===== src/sdrq_pkg.sv =====
// Shared types and codes for the sorted disk request queue.
// Used by the slot store, the top level and the port checker.
package sdrq_pkg;

    // Request kinds carried on s_tuser
    localparam logic REQ_SUBMIT   = 1'b0;
    localparam logic REQ_COMPLETE = 1'b1;

    // Block number and field widths fixed by the item format
    localparam int unsigned BLOCK_W  = 31;
    localparam int unsigned SECTOR_W = 32;
    localparam int unsigned TAG_W    = 16;

    // One stored request
    typedef struct packed {
        logic [SECTOR_W-1:0] sector;
        logic                cmd;
        logic [TAG_W-1:0]    tag;
    } slot_entry_t;

    // Input item as packed on s_tdata (first field highest)
    typedef struct packed {
        logic [TAG_W-1:0]   buffer_tag;
        logic [BLOCK_W-1:0] block_number;
        logic               write_cmd;
    } in_item_t;

    // Result item as packed on m_tdata (first field highest), padded to 88 bits
    typedef struct packed {
        logic [6:0]          pad;
        logic [5:0]          queue_count;
        logic [TAG_W-1:0]    head_tag;
        logic                head_cmd;
        logic [SECTOR_W-1:0] head_sector;
        logic                head_valid;
        logic [TAG_W-1:0]    retired_tag;
        logic                retired_valid;
        logic                issue_now;
        logic [4:0]          slot_index;
        logic                pool_full;
        logic                accepted;
    } res_item_t;

endpackage


===== src/sorted_disk_request_queue.sv =====
// Sorted disk request queue: top level with the sequencer and sector compare.
// Depends on sdrq_pkg, sdrq_slot_store and sdrq_order_ring.
//
// Requests are kept in descending sector order behind the head in service.
// One item is handled at a time; s_tready is high only while idle, and the
// result waits in registers on m_tdata until taken. A complete that empties
// the queue goes straight to the result; any other complete steps the head
// pointer, then does order and slot reads to load the new head. A submit
// scans the busy flags one slot per cycle to the first free slot, then walks
// the order ring behind the head (order read, slot read, sector compare for
// each entry) and writes the tail; into an empty queue it needs no walk. A
// submit on a full pool goes straight to the result. Both memories are
// single-port read, single-port write; no clearing pass is needed.
module sorted_disk_request_queue #(
    parameter int unsigned POOL_DEPTH = 32
) (
    input  logic        clk,
    input  logic        rst_n,
    input  logic        s_tvalid,
    output logic        s_tready,
    input  logic [47:0] s_tdata,   // write_cmd, block_number[30:0], buffer_tag[15:0]
    input  logic        s_tuser,   // req_type
    output logic        m_tvalid,
    input  logic        m_tready,
    output logic [87:0] m_tdata    // accepted, pool_full, slot_index[4:0], issue_now,
                                   // retired_valid, retired_tag[15:0], head_valid,
                                   // head_sector[31:0], head_cmd, head_tag[15:0],
                                   // queue_count[5:0], zero pad[6:0]
);

    localparam int unsigned SW = (POOL_DEPTH > 1) ? $clog2(POOL_DEPTH) : 1;
    localparam int unsigned CW = $clog2(POOL_DEPTH + 1);

    typedef enum logic [9:0] {
        ST_IDLE   = 10'b0000000001,
        ST_FIND   = 10'b0000000010,
        ST_RD_ORD = 10'b0000000100,
        ST_RD_SEC = 10'b0000001000,
        ST_CMP    = 10'b0000010000,
        ST_TAIL   = 10'b0000100000,
        ST_H_ORD  = 10'b0001000000,
        ST_H_SLOT = 10'b0010000000,
        ST_H_LOAD = 10'b0100000000,
        ST_OUT    = 10'b1000000000
    } state_t;

    // Ring pointer step with wrap at the pool depth
    function automatic logic [SW-1:0] ring_inc(input logic [SW-1:0] p);
        logic [SW-1:0] r;
        if (p == SW'(POOL_DEPTH - 1))
        begin
            r = '0;
        end
        else
        begin
            r = p + SW'(1);
        end
        return r;
    endfunction

    state_t                state_reg, state_next;
    logic [CW-1:0]         count_reg, count_next;
    logic [SW-1:0]         head_ptr_reg, head_ptr_next;
    logic [SW-1:0]         walk_reg, walk_next;
    logic [CW-1:0]         idx_reg, idx_next;
    logic [SW-1:0]         scan_reg, scan_next;
    logic [SW-1:0]         carry_reg, carry_next;
    logic                  ins_reg, ins_next;
    sdrq_pkg::slot_entry_t new_reg, new_next;
    sdrq_pkg::slot_entry_t head_reg, head_next;
    logic [SW-1:0]         head_slot_reg, head_slot_next;
    logic                  acc_reg, acc_next;
    logic                  full_reg, full_next;
    logic [SW-1:0]         slot_reg, slot_next;
    logic                  issue_reg, issue_next;
    logic                  ret_valid_reg, ret_valid_next;
    logic [15:0]           ret_tag_reg, ret_tag_next;

    // Memory controls
    logic                  sw_en, sr_en, set_en, clr_en;
    logic [SW-1:0]         sw_slot, sr_slot;
    sdrq_pkg::slot_entry_t sr_entry;
    logic                  scan_busy;
    logic                  ow_en, or_en;
    logic [SW-1:0]         ow_addr, ow_data, or_addr, or_data;

    sdrq_pkg::in_item_t    in_item;
    sdrq_pkg::res_item_t   res;
    logic [31:0]           slot_wide, count_wide;
    logic                  go_in;

    assign in_item = sdrq_pkg::in_item_t'(s_tdata);
    assign go_in   = s_tvalid && s_tready;

    sdrq_slot_store #(
        .POOL_DEPTH (POOL_DEPTH),
        .SW         (SW)
    ) u_slots (
        .clk       (clk),
        .rst_n     (rst_n),
        .wr_en     (sw_en),
        .wr_slot   (sw_slot),
        .wr_entry  (new_reg),
        .rd_en     (sr_en),
        .rd_slot   (sr_slot),
        .rd_entry  (sr_entry),
        .set_en    (set_en),
        .set_slot  (scan_reg),
        .clr_en    (clr_en),
        .clr_slot  (head_slot_reg),
        .scan_slot (scan_reg),
        .scan_busy (scan_busy)
    );

    sdrq_order_ring #(
        .POOL_DEPTH (POOL_DEPTH),
        .SW         (SW)
    ) u_order (
        .clk     (clk),
        .wr_en   (ow_en),
        .wr_addr (ow_addr),
        .wr_data (ow_data),
        .rd_en   (or_en),
        .rd_addr (or_addr),
        .rd_data (or_data)
    );

    // Sequencer
    always_comb
    begin
        state_next     = state_reg;
        count_next     = count_reg;
        head_ptr_next  = head_ptr_reg;
        walk_next      = walk_reg;
        idx_next       = idx_reg;
        scan_next      = scan_reg;
        carry_next     = carry_reg;
        ins_next       = ins_reg;
        new_next       = new_reg;
        head_next      = head_reg;
        head_slot_next = head_slot_reg;
        acc_next       = acc_reg;
        full_next      = full_reg;
        slot_next      = slot_reg;
        issue_next     = issue_reg;
        ret_valid_next = ret_valid_reg;
        ret_tag_next   = ret_tag_reg;

        sw_en   = 1'b0;
        sw_slot = scan_reg;
        sr_en   = 1'b0;
        sr_slot = or_data;
        set_en  = 1'b0;
        clr_en  = 1'b0;
        ow_en   = 1'b0;
        ow_addr = walk_reg;
        ow_data = carry_reg;
        or_en   = 1'b0;
        or_addr = walk_reg;

        s_tready = 1'b0;
        m_tvalid = 1'b0;

        case (state_reg)
            ST_IDLE:
            begin
                s_tready = 1'b1;
                if (go_in)
                begin
                    acc_next       = 1'b0;
                    full_next      = 1'b0;
                    slot_next      = '0;
                    issue_next     = 1'b0;
                    ret_valid_next = 1'b0;
                    ret_tag_next   = '0;
                    if (s_tuser == sdrq_pkg::REQ_SUBMIT)
                    begin
                        new_next.sector = {in_item.block_number, 1'b0};
                        new_next.cmd    = in_item.write_cmd;
                        new_next.tag    = in_item.buffer_tag;
                        if (count_reg == CW'(POOL_DEPTH))
                        begin
                            full_next  = 1'b1;
                            state_next = ST_OUT;
                        end
                        else
                        begin
                            scan_next  = '0;
                            state_next = ST_FIND;
                        end
                    end
                    else if (count_reg != '0)
                    begin
                        // retire the head and step the ring
                        ret_valid_next = 1'b1;
                        ret_tag_next   = head_reg.tag;
                        clr_en         = 1'b1;
                        head_ptr_next  = ring_inc(head_ptr_reg);
                        count_next     = count_reg - CW'(1);
                        if (count_reg == CW'(1))
                        begin
                            head_next      = '0;
                            head_slot_next = '0;
                            state_next     = ST_OUT;
                        end
                        else
                        begin
                            state_next = ST_H_ORD;
                        end
                    end
                    else
                    begin
                        state_next = ST_OUT;
                    end
                end
            end

            // scan busy flags for the lowest free slot
            ST_FIND:
            begin
                if (!scan_busy)
                begin
                    sw_en      = 1'b1;
                    set_en     = 1'b1;
                    acc_next   = 1'b1;
                    slot_next  = scan_reg;
                    carry_next = scan_reg;
                    if (count_reg == '0)
                    begin
                        ow_en          = 1'b1;
                        ow_addr        = head_ptr_reg;
                        ow_data        = scan_reg;
                        head_next      = new_reg;
                        head_slot_next = scan_reg;
                        issue_next     = 1'b1;
                        count_next     = count_reg + CW'(1);
                        state_next     = ST_OUT;
                    end
                    else
                    begin
                        ins_next  = 1'b0;
                        idx_next  = CW'(1);
                        walk_next = ring_inc(head_ptr_reg);
                        if (count_reg == CW'(1))
                        begin
                            state_next = ST_TAIL;
                        end
                        else
                        begin
                            state_next = ST_RD_ORD;
                        end
                    end
                end
                else
                begin
                    scan_next = scan_reg + SW'(1);
                end
            end

            ST_RD_ORD:
            begin
                or_en      = 1'b1;
                state_next = ST_RD_SEC;
            end

            ST_RD_SEC:
            begin
                sr_en      = 1'b1;
                state_next = ST_CMP;
            end

            // shared compare; once inserted, the walk carries entries up by one
            ST_CMP:
            begin
                if (ins_reg || (new_reg.sector > sr_entry.sector))
                begin
                    ow_en      = 1'b1;
                    carry_next = or_data;
                    ins_next   = 1'b1;
                end
                idx_next  = idx_reg + CW'(1);
                walk_next = ring_inc(walk_reg);
                if ((idx_reg + CW'(1)) == count_reg)
                begin
                    state_next = ST_TAIL;
                end
                else
                begin
                    state_next = ST_RD_ORD;
                end
            end

            ST_TAIL:
            begin
                ow_en      = 1'b1;
                count_next = count_reg + CW'(1);
                state_next = ST_OUT;
            end

            // load the new head after a complete
            ST_H_ORD:
            begin
                or_en      = 1'b1;
                or_addr    = head_ptr_reg;
                state_next = ST_H_SLOT;
            end

            ST_H_SLOT:
            begin
                sr_en          = 1'b1;
                head_slot_next = or_data;
                state_next     = ST_H_LOAD;
            end

            ST_H_LOAD:
            begin
                head_next  = sr_entry;
                state_next = ST_OUT;
            end

            ST_OUT:
            begin
                m_tvalid = 1'b1;
                if (m_tready)
                begin
                    state_next = ST_IDLE;
                end
            end

            default:
            begin
                state_next = ST_IDLE;
            end
        endcase
    end

    // Control state
    always_ff @(posedge clk or negedge rst_n)
    begin
        if (!rst_n)
        begin
            state_reg     <= ST_IDLE;
            count_reg     <= '0;
            head_ptr_reg  <= '0;
            head_reg      <= '0;
            head_slot_reg <= '0;
        end
        else
        begin
            state_reg     <= state_next;
            count_reg     <= count_next;
            head_ptr_reg  <= head_ptr_next;
            head_reg      <= head_next;
            head_slot_reg <= head_slot_next;
        end
    end

    // Working and result registers
    always_ff @(posedge clk)
    begin
        walk_reg      <= walk_next;
        idx_reg       <= idx_next;
        scan_reg      <= scan_next;
        carry_reg     <= carry_next;
        ins_reg       <= ins_next;
        new_reg       <= new_next;
        acc_reg       <= acc_next;
        full_reg      <= full_next;
        slot_reg      <= slot_next;
        issue_reg     <= issue_next;
        ret_valid_reg <= ret_valid_next;
        ret_tag_reg   <= ret_tag_next;
    end

    // Result packing
    assign slot_wide  = 32'(slot_reg);
    assign count_wide = 32'(count_reg);

    always_comb
    begin
        res               = '0;
        res.accepted      = acc_reg;
        res.pool_full     = full_reg;
        res.slot_index    = slot_wide[4:0];
        res.issue_now     = issue_reg;
        res.retired_valid = ret_valid_reg;
        res.retired_tag   = ret_tag_reg;
        res.head_valid    = (count_reg != '0);
        res.head_sector   = head_reg.sector;
        res.head_cmd      = head_reg.cmd;
        res.head_tag      = head_reg.tag;
        res.queue_count   = count_wide[5:0];
    end

    assign m_tdata = res;

endmodule


===== src/sdrq_slot_store.sv =====
// Slot store: per-slot request memory plus the busy flags of the pool.
// Depends on sdrq_pkg for the entry type.
module sdrq_slot_store #(
    parameter int unsigned POOL_DEPTH = 32,
    parameter int unsigned SW         = 5
) (
    input  logic                      clk,
    input  logic                      rst_n,
    input  logic                      wr_en,
    input  logic [SW-1:0]             wr_slot,
    input  sdrq_pkg::slot_entry_t     wr_entry,
    input  logic                      rd_en,
    input  logic [SW-1:0]             rd_slot,
    output sdrq_pkg::slot_entry_t     rd_entry,
    input  logic                      set_en,
    input  logic [SW-1:0]             set_slot,
    input  logic                      clr_en,
    input  logic [SW-1:0]             clr_slot,
    input  logic [SW-1:0]             scan_slot,
    output logic                      scan_busy
);

    sdrq_pkg::slot_entry_t mem [POOL_DEPTH];
    sdrq_pkg::slot_entry_t rd_entry_reg;
    logic [POOL_DEPTH-1:0] busy_reg;

    // Entry memory, one write and one registered read per cycle
    always_ff @(posedge clk)
    begin
        if (wr_en)
        begin
            mem[wr_slot] <= wr_entry;
        end
        if (rd_en)
        begin
            rd_entry_reg <= mem[rd_slot];
        end
    end

    // Busy flags, cleared by reset
    always_ff @(posedge clk or negedge rst_n)
    begin
        if (!rst_n)
        begin
            busy_reg <= '0;
        end
        else
        begin
            if (set_en)
            begin
                busy_reg[set_slot] <= 1'b1;
            end
            if (clr_en)
            begin
                busy_reg[clr_slot] <= 1'b0;
            end
        end
    end

    assign rd_entry  = rd_entry_reg;
    assign scan_busy = busy_reg[scan_slot];

endmodule


===== src/sdrq_order_ring.sv =====
// Service order ring: slot numbers in order, head at a moving pointer.
// Self-contained memory; no package use.
module sdrq_order_ring #(
    parameter int unsigned POOL_DEPTH = 32,
    parameter int unsigned SW         = 5
) (
    input  logic          clk,
    input  logic          wr_en,
    input  logic [SW-1:0] wr_addr,
    input  logic [SW-1:0] wr_data,
    input  logic          rd_en,
    input  logic [SW-1:0] rd_addr,
    output logic [SW-1:0] rd_data
);

    logic [SW-1:0] mem [POOL_DEPTH];
    logic [SW-1:0] rd_data_reg;

    // One write and one registered read per cycle
    always_ff @(posedge clk)
    begin
        if (wr_en)
        begin
            mem[wr_addr] <= wr_data;
        end
        if (rd_en)
        begin
            rd_data_reg <= mem[rd_addr];
        end
    end

    assign rd_data = rd_data_reg;

endmodule


===== config.mk =====
export PLATFORM = sky130hd
export DESIGN_NAME = sorted_disk_request_queue
export DESIGN_NICKNAME = d
export VERILOG_FILES = /design/src/sdrq_pkg.sv /design/src/sorted_disk_request_queue.sv /design/src/sdrq_slot_store.sv /design/src/sdrq_order_ring.sv
export SDC_FILE = /design/constraint.sdc
export NUM_CORES = 2
export LEC_CHECK = 0
export ABC_CLOCK_PERIOD_IN_PS = 7170
export BUFFER_PORTS_ARGS = -buffer_cell sky130_fd_sc_hd__buf_2
export CAP_MARGIN = 20
export CORE_MARGIN = 8
export CORE_UTILIZATION = 41
export DETAILED_ROUTE_END_ITERATION = 8
export GPL_TIMING_DRIVEN = 1
export SLEW_MARGIN = 20
export SYNTH_ARGS = -nofsm -noshare
export SYNTH_HDL_FRONTEND = slang
export SYNTH_HIERARCHICAL = 1
export SYNTH_SLANG_ARGS = --single-unit

===== constraint.sdc =====
create_clock -name clk -period 7.17 [get_ports clk]
set_input_delay 1.434 -clock clk [delete_from_list [all_inputs] [get_ports clk]]
set_output_delay 1.434 -clock clk [all_outputs]
set_load 0.005 [all_outputs]

==> flow_summary.json <==
{
  "reg2regPathDepth": 9,
  "grtUsageTotal_pct": 19.3,
  "yosys_most_used_dff": "edfxtp_1",
  "core_sq_um": 192000,
  "nNetsFinal": 4988,
  "period_needed_ps": 5330,
  "clkPwrFrac_pct": 36.9,
  "yosysWarnings": 6,
  "timing.rr.end": "u_slots/mem[22][15]",
  "synthArstFlopShare_pct": 5.39,
  "synth_common_cells": "edfxtp_1 (1877), mux2i_1 (800), nand2_1 (265), a21oi_1 (234), a22oi_1 (200)",
  "reg2reg_from": "scan_reg[1]",
  "rows": 161,
  "maxCapViolations": 0,
  "largest_register": "u_slots/mem",
  "final_layout_size_suffix_gt1_share_pct": 13.6,
  "hold_buffers": 0,
  "p_int_mw": 20.3,
  "cts_tree": "done",
  "fmax_ghz": 0.188,
  "path_class": "reg2reg",
  "hold_viol": 0,
  "endpoint_kind": "flop",
  "grt_setup_unrepaired": "false",
  "multiInputGateArea_sq_um": 18600,
  "top_regs": "u_slots/mem: 1568 flops, u_order/mem: 160 flops",
  "setup_viol": 0,
  "power_mw": 27.6,
  "grt_remaining_overflow": 0,
  "port_buffers": 135,
  "combPwrFrac_pct": 12.9,
  "grt_max_degree": 129,
  "arrival_ps": 5790,
  "grt_pass1_wl_mm": 295,
  "p_seq_share_pct": 50.2,
  "post-route-drc-count": 0,
  "synthTopCellsByArea": "edfxtp_1 (71%), mux2i_1 (10%), dfrtp_1 (3.4%)",
  "clk_pin_slew_worst_paths_ps": 60,
  "cts_resized": 0,
  "p_per_area_nw_per_um2": 309,
  "leakagePower_nw": 31.2,
  "cts_buffer_depth": 3,
  "wl_mm": 204,
  "dpl.hpwl_mm": 117,
  "critical_path_required_ps": 7630,
  "r2r_setup_slack_ps": 1840,
  "start_util_pct": 41.1,
  "status": "finished clean",
  "cts.sinks": 1984,
  "die-area_sq_um": 207000,
  "io_pins": 143,
  "yosys.area.top_type_share_pct": 71.5,
  "via_per_inst": 5.57,
  "ys_seq_area_share_pct": 74.8,
  "tightest_slew_ps": 1110,
  "sw_frac_of_total_pct": 26.4,
  "synth_edf_count": 1877,
  "cts_made_buffers": 201,
  "drtAntennaViolNets": 0,
  "p_switching_mw": 7.28,
  "netlist_area_sq_um": 78900,
  "peakVddDrop_mv": 0.301,
  "syn_inst": 4650,
  "min_from": "m_tdata[44]",
  "drv_slew": 0,
  "num_vias": 42300,
  "fin_crit_sh_pct": 74.3,
  "synth_cell_type_count": 79,
  "grt_pass1_vias": 42100,
  "setup_slack_ps": 1840,
  "gp_congestion": 0.801,
  "timing.hold.ws_ps": 475,
  "grt_antenna_before_repair": 4,
  "cts_max_level": 4,
  "seq_area_sq_um": 59000,
  "die_height_um": 455,
  "yosys.area.top_type": "edfxtp_1",
  "insertion_delay_ps": 840,
  "crit_path_max_fanout": 34,
  "synth.most_common_cell": "edfxtp_1",
  "critPathLaunchType": "flop",
  "holdCritPathClass": "reg2reg",
  "cts_setup_buffers": 0,
  "drt_iter0_drc": 3914,
  "root_buffer": "clkbuf_16",
  "layout-area-overhead-vs-synth_pct": 13.2,
  "relSlewSlack_pct": 25.8,
  "filler_cell_count": 16300,
  "dp_slack_ps": 1880,
  "ys_seq_elements": 1984,
  "firstDrtPassIters": 5,
  "whs_path_depth": 2,
  "finClkSkew_ps": 47.4,
  "tns_ps": 0,
  "wl_per_cell_um": 26.9,
  "die_w_um": 455,
  "holdPathEnd": "m_tdata[44]",
  "synth_area_per_cell_sq_um": 17.0,
  "largest_reg_flops": 1568
}
-- final cells by class --
| cell class | count | share of cell area [%] |
|---|---|---|
| timing repair buffer | 269 | 2.12 |
| antenna | 3 | 0.00841 |
| clock buffer | 254 | 6.03 |
| tap | 2526 | 3.54 |
| sequential | 1984 | 66.1 |
| inverter | 42 | 0.178 |
| clock inverter | 122 | 1.19 |
| multi-input combinational | 2397 | 20.8 |
-- worst max-delay path: stages (launching register included) --
cell and delay (ps):
edfxtp_1 980, mux2i_1 300, a22oi_1 100, nand4b_1 120, a21oi_1 50, a311o_1 430
nor2_1 570, nand3b_1 820, nor2_4 890, buf_4 600
-- layer usage --
metal	up-vias	GRT usage [%]	routed length, um
li1	18800	-	-
met1	22000	25.6	85900
met2	1285	32.6	101000
met3	295	2.91	11100
met4	0	6.49	6790
met5	-	0	0
-- worst max-delay path by stage --
stage	startpoint	end	slack [ps]
3_5_place_dp	scan_reg[1]	u_slots/mem[2][11]	1880
6_report	scan_reg[1]	u_slots/mem[22][15]	1840
3_3_place_gp	scan_reg[1]	u_slots/mem[2][8]	2020
5_1_grt	scan_reg[1]	u_slots/mem[22][4]	1580
2_1_floorplan	scan_reg[1]	u_slots/mem[28][0]	1980
4_1_cts	scan_reg[1]	u_slots/mem[2][20]	1910
-- through the flow --
stage | std cells | util, % | instance area [sq um]
finish | 7597 | 46.6 | 89300
global route | 7595 | 46.6 | 89300
CTS | 7588 | 46.5 | 89200
detailed placement | 7212 | 43.1 | 82700
global placement | 7212 | 43.1 | 82700
floorplan | 4688 | - | 79000
-- logic make-up after synthesis --
group                    count (synthesis)  synth area share, %
adder cells (fa/ha/maj)                 40                0.634
XOR/XNOR                                24                0.266
other                                    1              0.00475
AO/OA/AOI/OAI                          693                 5.77
multiplexers                           873                 11.9
AND/OR/NAND/NOR                        728                 4.39
flip-flops                            1984                 74.8
buffers and inverters                  307                 2.18
-- power groups by stage --
stage / registers, mW / logic (mW) / clock network [mW]
2_1_floorplan: 14.0 / 2.18 / 0
3_3_place_gp: 14.1 / 3.55 / 0
3_5_place_dp: 14.1 / 3.58 / 0
4_1_cts: 13.8 / 3.59 / 10.4
5_1_grt: 13.9 / 3.86 / 10.8
6_report: 13.8 / 3.57 / 10.2
-- cells in the final DEF, fill, tap and decap left out, types with 56 or more instances in the layout --
cell type / instances
a21oi_1: 234
a22o_1: 99
a22oi_1: 200
buf_2: 134
buf_4: 117
clkbuf_16: 203
clkinv_1: 56
dfrtp_1: 106
edfxtp_1: 1877
mux2i_1: 800
nand2_1: 263
nand3_1: 167
nor2_1: 73
nor3_1: 65
o21ai_0: 56
No activity file was read; power rests on OpenSTA's default activity.
